**src/design/sat_fifo.sv**
```systemverilog
// Small show-ahead queue used between the stages and at the result side.
`timescale 1ns / 1ps

module sat_fifo #(
    parameter int WIDTH = 8,
    parameter int DEPTH = 4
) (
    input  logic             i_clk,
    input  logic             i_rst_n,
    input  logic             i_push,
    input  logic [WIDTH-1:0] i_data,
    output logic             o_full,
    input  logic             i_pop,
    output logic [WIDTH-1:0] o_data,
    output logic             o_empty
);

    localparam int AW = (DEPTH > 1) ? $clog2(DEPTH) : 1;

    logic [WIDTH-1:0] r_mem [DEPTH];
    logic [AW-1:0]    r_wr;
    logic [AW-1:0]    r_rd;
    logic [AW:0]      r_count;
    logic             do_push;
    logic             do_pop;

    assign o_full  = (r_count == (AW+1)'(DEPTH));
    assign o_empty = (r_count == '0);
    assign do_push = i_push && !o_full;
    assign do_pop  = i_pop && !o_empty;
    assign o_data  = r_mem[r_rd];

    function automatic logic [AW-1:0] next_ptr(input logic [AW-1:0] p);
        return (p == AW'(DEPTH - 1)) ? '0 : p + 1'b1;
    endfunction

    always_ff @(posedge i_clk) begin
        if (!i_rst_n) begin
            r_wr    <= '0;
            r_rd    <= '0;
            r_count <= '0;
        end else begin
            if (do_push) begin
                r_wr <= next_ptr(r_wr);
            end
            if (do_pop) begin
                r_rd <= next_ptr(r_rd);
            end
            if (do_push && !do_pop) begin
                r_count <= r_count + 1'b1;
            end else if (do_pop && !do_push) begin
                r_count <= r_count - 1'b1;
            end
        end
    end

    always_ff @(posedge i_clk) begin
        if (do_push) begin
            r_mem[r_wr] <= i_data;
        end
    end

endmodule

```
**config.mk**
```make
export PLATFORM = sky130hd
export DESIGN_NAME = sat_fifo
export DESIGN_NICKNAME = d
export VERILOG_FILES = /design/src/design/sat_fifo.sv
export SDC_FILE = /design/constraint.sdc
export NUM_CORES = 1
export LEC_CHECK = 0
export ABC_AREA = 1
export BUFFER_PORTS_ARGS = -buffer_cell sky130_fd_sc_hd__buf_4
export CAP_MARGIN = 25
export CORE_ASPECT_RATIO = 0.5
export CORE_MARGIN = 2
export CORE_UTILIZATION = 50
export DETAILED_ROUTE_END_ITERATION = 7
export MAX_ROUTING_LAYER = met4
export PLACE_DENSITY = 0.77
export SYNTH_ARGS = -nofsm -noshare
export SYNTH_HDL_FRONTEND = slang
export SYNTH_SLANG_ARGS = --single-unit
```
**constraint.sdc**
```tcl
create_clock -name i_clk -period 1.7 [get_ports i_clk]
set_input_delay 0 -clock i_clk [delete_from_list [all_inputs] [get_ports i_clk]]
set_output_delay 0 -clock i_clk [all_outputs]
set_load 0.01 [all_outputs]
```
==> flow_summary.toml <==
[power]
ir_drop_mv = 1.061
leakage_nw = 0.8954
cellPowerDensity_nw_per_um2 = 1478
p_sw_share_pct = 34.26
power.switching_mw = 1.110
p_int_mw = 2.130
power_frac_seq_pct = 42.7
p_clk_share_pct = 18.6
p_comb_share_pct = 38.7
power_mw = 3.240

[synthesis]
postSynthCellCount = 148
synthesis.area_um2 = 1693
ys_seq_area_share_pct = 67.41
synth_warnings = 0
ys_ff_latch = 41
synth_nets = 167
avgSynthCellArea_um2 = 11.44
synth_cell_types = 18

[die]
coreArea_um2 = 3118
die_area_um2 = 3896
start_util_pct = 54.29
pin_count = 22
die-height_um = 45.15
die_w_um = 86.29
core.rowCount = 14

[drt]
ant_nets = 0
finalWirelength_um = 3051
wire_per_inst_um = 12.93
post-route-drc-count = 0
drtPass1Iterations = 4
vias_per_cell = 5.102
drt_iter0_markers = 72
vias = 1204

[place]
dp.cells = 215
place_hpwl_um = 1872
gp_congestion = 0.7319
place_area_um2 = 1938
io_buffers = 21

[cells_and_area]
multi_input_area_um2 = 495.5
regArea_um2 = 1149
postLayoutCoreUtil_pct = 70.30
syn2layout_area_growth_pct = 29.49
drive_above_1_share_pct = 29.08
layout.nets = 214
layout.cells.non_filler = 236
n_fill_cell = 227
antenna_cells = 0
most-common-layout-cells = "32 x nor2_1, 32 x buf_4, 32 x edfxtp_1"
stdcell_area_um2 = 2192

[setup_path]
setup.worst_path.start = "r_count[0]"
critPathCaptureType = "flop"
criticalPathCategory = "reg2reg"
worst-r2r-cell-count = 9
cp_max_fo = 3
reg2reg_slack_ns = 0.03
critPathCapture = "r_count[1]"
worstPathArrival_ns = 1.85
timing.rr.start = "r_count[0]"
r2r_end = "r_count[1]"
crit_path_start_kind = "flop"
cp.required_ns = 1.88

[clock_tree]
htreeDepth = 2
numCtsBuffers = 5
cts.sinks = 41
root_buffer = "clkbuf_8"
cts.clk_slew.worst_paths_ns = 0.07
clockBufferDepth = 2
worst_skew_pair.late_latency_ns = 0.29
cts_tree = "built"

[timing]
tightestPinTransition_ns = 0.3662
maxSlewHeadroom_pct = 75.55
slew_violations = 0
fin_skew_ns = 0.005485
period_share_pct = 98.22
clock.fmax_mhz = 598.9
period_needed_ns = 1.670
hold_viol = 0
setup_violations = 0
setup_tns_ns = 0

[global_routing]
grt_usage_pct = 17.16
grt.overflow.total = 0
grt_pass1_vias = 1086
grt_pass1_wl_um = 4636
grt_max_degree = 17
antenna_found_initial = 0

[min_path]
hold_path.class = "in2reg"

[outcome]
outcome = "finished clean"

[job]
cap_viol_max_count = 0
worst min path at each step:
stage | from | end | slack (ns) | depth (start not counted)
5_1_grt | i_pop | r_count[0] | 0.17 | 4
3_3_place_gp | i_data[0] | r_mem[3][0] | 0.20 | 1
6_report | i_pop | r_count[0] | 0.17 | 4
4_1_cts | i_pop | r_rd[1] | 0.19 | 5
3_5_place_dp | i_data[4] | r_mem[3][4] | 0.20 | 1
2_1_floorplan | i_data[0] | r_mem[0][0] | 0.1 | 0
routing by layer:
layer | share of wire, % | wire length [um] | GRT usage [%] | vias to the layer above
met3 | 7.6 | 231 | 6.399 | 9
met1 | 41 | 1253 | 19.03 | 551
met2 | 49 | 1499 | 28.84 | 48
met5 | 0 | 0 | - | -
met4 | 2.2 | 66 | 7.187 | 0
li1 | - | - | - | 596
registers in the layout, indices dropped and copies added, names as in the netlist, named ones only:
| signal | flops |
|---|---|
| r_mem | 32 |
| r_count | 3 |
| r_rd | 2 |
| r_wr | 2 |
critical path, stage by stage, from the launching register on:
cell     delay [ns]
dfxtp_4        0.36
nor2_4         0.12
nand2_1        0.09
nand2_2        0.08
inv_2          0.05
ha_4           0.16
inv_2          0.07
fa_2           0.43
o21ai_1        0.15
nor2_1         0.06
cell type report:
type	count	share of cell area, %
sequential	41	52.40
inverter	19	3.253
multi-input combinational	86	22.60
tap	40	2.283
clock buffer	5	3.139
clock inverter	3	0.7991
timing repair buffer	42	15.53
Yosys cell counts:
| cell | instances | area share [%] |
|---|---|---|
| nor2_1 | 33 | 7.3 |
| edfxtp_1 | 32 | 57 |
| inv_1 | 18 | 4.0 |
| nand2_1 | 14 | 3.1 |
| o21ai_0 | 14 | 4.1 |
| dfxtp_1 | 9 | 11 |
| o22ai_1 | 8 | 3.0 |
| ha_1 | 6 | 4.4 |
| o21ai_2 | 3 | 1.6 |
| a21oi_1 | 2 | 0.59 |
| buf_6 | 2 | 1.3 |
| fa_1 | 1 | 1.2 |
| inv_2 | 1 | 0.22 |
| nand2_2 | 1 | 0.37 |
| nand3_1 | 1 | 0.30 |
| nand3b_1 | 1 | 0.44 |
| nand4_1 | 1 | 0.37 |
| o21ai_1 | 1 | 0.30 |
cells by family (layout without fill, tap and decap cells):
kind of cell | count (synthesis) | in the layout | synth area share, %
AND/OR/NAND/NOR | 51 | 51 | 11.90
flip-flops | 41 | 41 | 67.41
AO/OA/AOI/OAI | 28 | 28 | 9.535
buffers and inverters | 21 | 69 | 5.543
adder cells (fa/ha/maj) | 7 | 7 | 5.617
through the flow:
stage | setup slack [ns] | hold WS, ns
floorplan | 0.009895 | 0.09887
global placement | 0.06925 | 0.2000
detailed placement | -0.01708 | 0.2016
CTS | 0.003460 | 0.1944
global route | -0.04519 | 0.1659
finish | 0.03028 | 0.1705
repair_timing:
| item | 4_1_cts | 5_1_grt |
|---|---|---|
| endpoints found under the hold margin | 36 | 0 |
| pin swaps | 0 | 6 |
| setup buffers | 0 | 3 |
| endpoints found under the setup margin | 2 | 2 |
| gates resized for setup | 3 | 15 |
| hold buffers | 10 | 0 |
power by group through the flow:
stage                     clock [mW]  combinational [mW]  sequential, mW
after floorplan                    0               0.663            1.35
after global placement             0                1.02            1.38
after detailed placement           0                1.06            1.38
after CTS                      0.608                1.09            1.37
after global routing           0.660                1.39            1.40
final                          0.603                1.25            1.38
(Power assumes the default switching activity.)
