File: config.mk
export PLATFORM = sky130hd
export DESIGN_NAME = sat_front
export DESIGN_NICKNAME = d
export VERILOG_FILES = /design/src/design/sat_pkg.sv /design/src/design/sat_front.sv
export SDC_FILE = /design/constraint.sdc
export NUM_CORES = 1
export LEC_CHECK = 0
export BUFFER_PORTS_ARGS = -buffer_cell sky130_fd_sc_hd__buf_2
export CAP_MARGIN = 20
export CORE_MARGIN = 1
export CORE_UTILIZATION = 35
export CTS_CLUSTER_DIAMETER = 100
export CTS_CLUSTER_SIZE = 14
export DETAILED_ROUTE_END_ITERATION = 10
export MAX_ROUTING_LAYER = met4
export PLACE_DENSITY_LB_ADDON = 0.08
export SYNTH_ARGS = -nofsm -noshare
export SYNTH_HDL_FRONTEND = slang
export SYNTH_SLANG_ARGS = --single-unit
File: constraint.sdc
create_clock -name i_clk -period 7.2 [get_ports i_clk]
set_input_delay 1.08 -clock i_clk [delete_from_list [all_inputs] [get_ports i_clk]]
set_output_delay 1.08 -clock i_clk [all_outputs]
set_load 0.05 [all_outputs]
File: src/design/sat_pkg.sv
// Shared types and constants of the summed-area table stream.
`timescale 1ns / 1ps

package sat_pkg;

    localparam int CFG_DATA_W  = 11;
    localparam int CFG_INDEX_W = 2;
    localparam int PLANE_W     = 2;
    localparam int PLANE_CNT_W = 3;

    localparam logic [CFG_INDEX_W-1:0] CFG_FRAME_WIDTH  = 2'd0;
    localparam logic [CFG_INDEX_W-1:0] CFG_FRAME_HEIGHT = 2'd1;
    localparam logic [CFG_INDEX_W-1:0] CFG_PLANE_COUNT  = 2'd2;

    localparam logic [CFG_DATA_W-1:0]  FRAME_WIDTH_RESET  = 11'd1024;
    localparam logic [CFG_DATA_W-1:0]  FRAME_HEIGHT_RESET = 11'd1024;
    localparam logic [PLANE_CNT_W-1:0] PLANE_COUNT_RESET  = 3'd1;
    localparam logic [PLANE_CNT_W-1:0] MAX_PLANES         = 3'd4;

    typedef struct packed {
        logic row_end;
        logic plane_end;
        logic image_end;
    } t_flags;

    localparam int FLAGS_W = $bits(t_flags);

endpackage

File: src/design/sat_front.sv
// Front stage: configuration, raster counters, row running sum and end flags.
`timescale 1ns / 1ps

module sat_front
    import sat_pkg::*;
#(
    parameter int MAX_WIDTH  = 1024,
    parameter int MAX_HEIGHT = 1024,
    parameter int PIXEL_BITS = 8
) (
    input  logic                                    i_clk,
    input  logic                                    i_rst_n,
    input  logic                                    i_cfg_we,
    input  logic [CFG_INDEX_W-1:0]                  i_cfg_index,
    input  logic [CFG_DATA_W-1:0]                   i_cfg_data,
    input  logic                                    i_push,
    input  logic [PIXEL_BITS-1:0]                   i_pixel,
    input  logic                                    i_q_full,
    output logic                                    o_q_push,
    output logic [PIXEL_BITS+$clog2(MAX_WIDTH)-1:0] o_rsum,
    output logic [$clog2(MAX_WIDTH)-1:0]            o_col,
    output logic                                    o_first_row,
    output t_flags                                  o_flags
);

    localparam int CW  = $clog2(MAX_WIDTH);
    localparam int RW  = $clog2(MAX_HEIGHT);
    localparam int RSW = PIXEL_BITS + CW;

    logic [CFG_DATA_W-1:0]  r_frame_width;
    logic [CFG_DATA_W-1:0]  r_frame_height;
    logic [PLANE_CNT_W-1:0] r_plane_count;
    logic [CW-1:0]          r_col;
    logic [RW-1:0]          r_row;
    logic [PLANE_W-1:0]     r_plane;
    logic [RSW-1:0]         r_rsum;

    logic [CW-1:0]          n_col;
    logic [RW-1:0]          n_row;
    logic [PLANE_W-1:0]     n_plane;
    logic [RSW-1:0]         n_rsum;

    logic [31:0]            w_full;
    logic [31:0]            h_full;
    logic [CW:0]            w_eff;
    logic [RW:0]            h_eff;
    logic [PLANE_CNT_W-1:0] c_eff;
    logic [RSW-1:0]         sum_now;
    logic                   row_end;
    logic                   plane_end;
    logic                   image_end;

    always_comb begin
        if (r_frame_width == '0) begin
            w_full = 32'd1;
        end else if (32'(r_frame_width) > 32'(MAX_WIDTH)) begin
            w_full = 32'(MAX_WIDTH);
        end else begin
            w_full = 32'(r_frame_width);
        end
        if (r_frame_height == '0) begin
            h_full = 32'd1;
        end else if (32'(r_frame_height) > 32'(MAX_HEIGHT)) begin
            h_full = 32'(MAX_HEIGHT);
        end else begin
            h_full = 32'(r_frame_height);
        end
        if (r_plane_count == '0) begin
            c_eff = PLANE_CNT_W'(1);
        end else if (r_plane_count > MAX_PLANES) begin
            c_eff = MAX_PLANES;
        end else begin
            c_eff = r_plane_count;
        end
    end

    assign w_eff     = w_full[CW:0];
    assign h_eff     = h_full[RW:0];
    assign sum_now   = r_rsum + RSW'(i_pixel);
    assign row_end   = ({1'b0, r_col} + 1'b1) >= w_eff;
    assign plane_end = row_end && (({1'b0, r_row} + 1'b1) >= h_eff);
    assign image_end = plane_end &&
                       ((PLANE_CNT_W'(r_plane) + 1'b1) >= c_eff);

    assign o_q_push          = i_push && !i_q_full;
    assign o_rsum            = sum_now;
    assign o_col             = r_col;
    assign o_first_row       = (r_row == '0);
    assign o_flags.row_end   = row_end;
    assign o_flags.plane_end = plane_end;
    assign o_flags.image_end = image_end;

    always_comb begin
        n_col   = r_col + 1'b1;
        n_row   = r_row;
        n_plane = r_plane;
        n_rsum  = sum_now;
        if (row_end) begin
            n_col  = '0;
            n_rsum = '0;
            if (plane_end) begin
                n_row   = '0;
                n_plane = image_end ? '0 : r_plane + 1'b1;
            end else begin
                n_row = r_row + 1'b1;
            end
        end
    end

    always_ff @(posedge i_clk) begin
        if (!i_rst_n) begin
            r_frame_width  <= FRAME_WIDTH_RESET;
            r_frame_height <= FRAME_HEIGHT_RESET;
            r_plane_count  <= PLANE_COUNT_RESET;
            r_col          <= '0;
            r_row          <= '0;
            r_plane        <= '0;
            r_rsum         <= '0;
        end else begin
            if (i_cfg_we) begin
                case (i_cfg_index)
                    CFG_FRAME_WIDTH:  r_frame_width  <= i_cfg_data;
                    CFG_FRAME_HEIGHT: r_frame_height <= i_cfg_data;
                    CFG_PLANE_COUNT:  r_plane_count  <= i_cfg_data[PLANE_CNT_W-1:0];
                    default: ;
                endcase
            end
            if (o_q_push) begin
                r_col   <= n_col;
                r_row   <= n_row;
                r_plane <= n_plane;
                r_rsum  <= n_rsum;
            end
        end
    end

endmodule

==> impl_metrics.yaml <==
finish:
  insertedDiodeCount: 0
  final_util_pct: 40.95
  drive_gt1_share_pct: 16.64
  nNetsFinal: 636
  synthToLayoutAreaGrowth_pct: 14.47
logic_synthesis:
  ys.flop_type: "dfxtp_1"
  syn_area_um2: 4279
  syn_inst: 531
  synth_top_area_share_pct: 30.41
  yosysSeqAreaShare_pct: 30.41
  synth_edf_count: 0
  ys_types: 61
  async_flop_share_pct: 0
  synth_seq_cells: 65
  synth.area.top_cells: "dfxtp_1 30%, ha_1 11%, nand2_1 6.6%, mux2i_1 5.8%, a21oi_1 4.8%"
  synth_nets: 595
  yosysWarnings: 0
  synth.avg_cell_area_um2: 8.059
  yosysTopAreaCell: "dfxtp_1"
worst_setup_path:
  required_ns: 6.12
  critPathLaunchType: "flip-flop"
  crit_arrival_ns: 3.52
  rr_worst_depth: 14
  cp_max_fo: 40
  critPathKind: "reg2out"
  endpoint_kind: "primary output"
sta:
  fin_crit_sh_pct: 63.90
  finalClockSkew_ns: 0.005720
  setup_tns_ns: 0
  finalSetupViolations: 0
  holdWs_ns: 0.4572
  drv_slew: 0
  tightest_slew_ns: 1.050
  fmax_mhz: 217.4
  slew_headroom_pct: 29.71
  rsz0062_at_grt: "no"
  hold_viol: 0
  fin_crit_ns: 4.601
  finalWorstSetupSlack_ns: 2.600
cts:
  post_cts_buffers: 0
  cts_buffers: 9
  clkSinkCount: 65
  post_cts_resized: 0
  insertion_delay_ns: 0.33
  htree_levels: 3
  cts-hold-fix-buffers: 0
  cts_tree: "done"
  clock_path_buffers: 2
  path_clk_slew_ns: 0.06
  root_buffer: "clkbuf_16"
detailed_routing:
  detail-route-antenna-nets: 0
  wl_per_cell_um: 15.38
  drcViolationCount: 0
  routed_via_density: 5.338
  wl_um: 11140
  drt-pass1-iter-count: 4
  initialDrtViolationCount: 174
  vias: 3865
power:
  ir_drop_mv: 0.1470
  power_uw: 924.1
  p_per_area_nw_per_um2: 188.6
  power.leakage_uw: 0.001994
global_routing:
  grt_pass1_wl_um: 18990
  grtUsageMet2_pct: 32.26
  grt_pass1_vias: 3857
  antenna_found_initial: 0
  grtUsageTotal_pct: 19.56
  grt_max_degree: 46
  use_met3_pct: 4.860
  grtUsageMet1_pct: 23.67
  gr-total-overflow: 0
  busiest_layer: "met2"
hold_path:
  min_delay_path_depth: 2
  min-delay-path-class: "reg2reg"
floorplanning:
  start_util_pct: 35.77
  io_pins: 59
  die_x_um: 112.6
  dieArea_um2: 12670
  die_h_um: 112.6
  num_rows: 40
  coreArea_um2: 11960
place:
  hpwl_um: 7929
  globalplace.congestion: 0.7921
  dp_slack_ns: 2.977
  port_buffers: 58
outcome:
  status: "finished, final reports clean"
job:
  maxCapViolations: 0
## cells by family (layout without fill, tap and decap cells)
kind of cell	Yosys count	after routing	synth area share (%)
fa+ha+maj	38	38	11.29
flops	65	65	30.41
mux	25	25	5.848
xor+xnor	29	29	5.936
simple gates	217	217	25.35
compound gates	106	106	15.99
buf+inv	51	97	5.175
## flip-flops by register name (all words and copies together), names as in the netlist
signal / cells
o_col: 10
r_frame_height: 11
r_frame_width: 11
r_plane: 2
r_plane_count: 3
r_row: 10
r_rsum: 18
## Yosys cell counts (all sizes together) (2+ instances only)
library cell and number:
a31oi 6, xnor2 21, nand3b 4, nand2 77
a211oi 8, nand3 27, o21a 3, nor3 6
clkbuf 16, and3 2, mux2i 25, nor4 6
ha 37, inv 18, nand4 11, clkinv 2
o21ai 16, dfxtp 65, or4 6, o2111ai 2
or2 2, nor2 44, buf 15, nor2b 4
o211ai 3, a21oi 43, a21o 3, or3 14
xor2 8, and2 2, o32ai 3, nand2b 9
o22ai 12
## placed cells by master, fill, tap and decap left out, drive strengths merged, types with 8 or more instances in the layout
master	n
inv	18
o22ai	12
xnor2	21
dfxtp	65
a21oi	43
mux2i	25
nand4	11
buf	61
a211oi	8
nand2	77
o21ai	16
nor2	44
ha	37
nand3	27
xor2	8
clkbuf	10
or3	14
nand2b	9
## metal layers
metal  up-vias  share of wire [%]
li1       1979                  -
met1      1810                 48
met2        71                 47
met3         5                3.7
met4         0               0.85
met5         -                  0
## worst max-delay path, cell delays in order, from the launching register on
cell and delay, ns:
dfxtp_1 0.41, ha_1 0.23, nand3_1 0.15, or2_0 0.34, nor2_1 0.16, xor2_1 0.22
ha_1 0.29, a21oi_1 0.16, o21ai_0 0.09, a21oi_1 0.15, and2_1 0.14, buf_4 0.42
inv_2 0.16, buf_2 0.25
## power breakdown
part | switching (uW) | internal [uW] | leakage [uW] | total (uW)
logic | 108 | 45.3 | 0.00134 | 153
clock network | 164 | 230 | 0.000128 | 394
registers | 7.72 | 369 | 0.000527 | 377
## through the flow
step | cell area (um2) | instances
2_1_floorplan | 4279 | 531
3_3_place_gp | 4634 | 708
3_5_place_dp | 4634 | 708
4_1_cts | 4898 | 724
5_1_grt | 4898 | 724
6_report | 4898 | 724
## area by class of cell
type | count | area [um2]
inverter | 20 | 75.07
clock inverter | 6 | 35.03
timing repair buffer | 61 | 312.8
sequential | 65 | 1301
clock buffer | 10 | 229.0
tap | 147 | 183.9
fill | 1248 | 7063
multi-input combinational | 415 | 2761
## path summary, 6_finish.rpt
check	start	to	slack (ns)
worst max-delay path	o_col[0]	o_flags[2]	2.60
worst min-delay path	r_rsum[0]	r_rsum[0]	0.46
worst max register to register	o_col[0]	r_rsum[8]	3.58
worst min register to register	r_rsum[0]	r_rsum[0]	0.46
(Power assumes the default switching activity.)
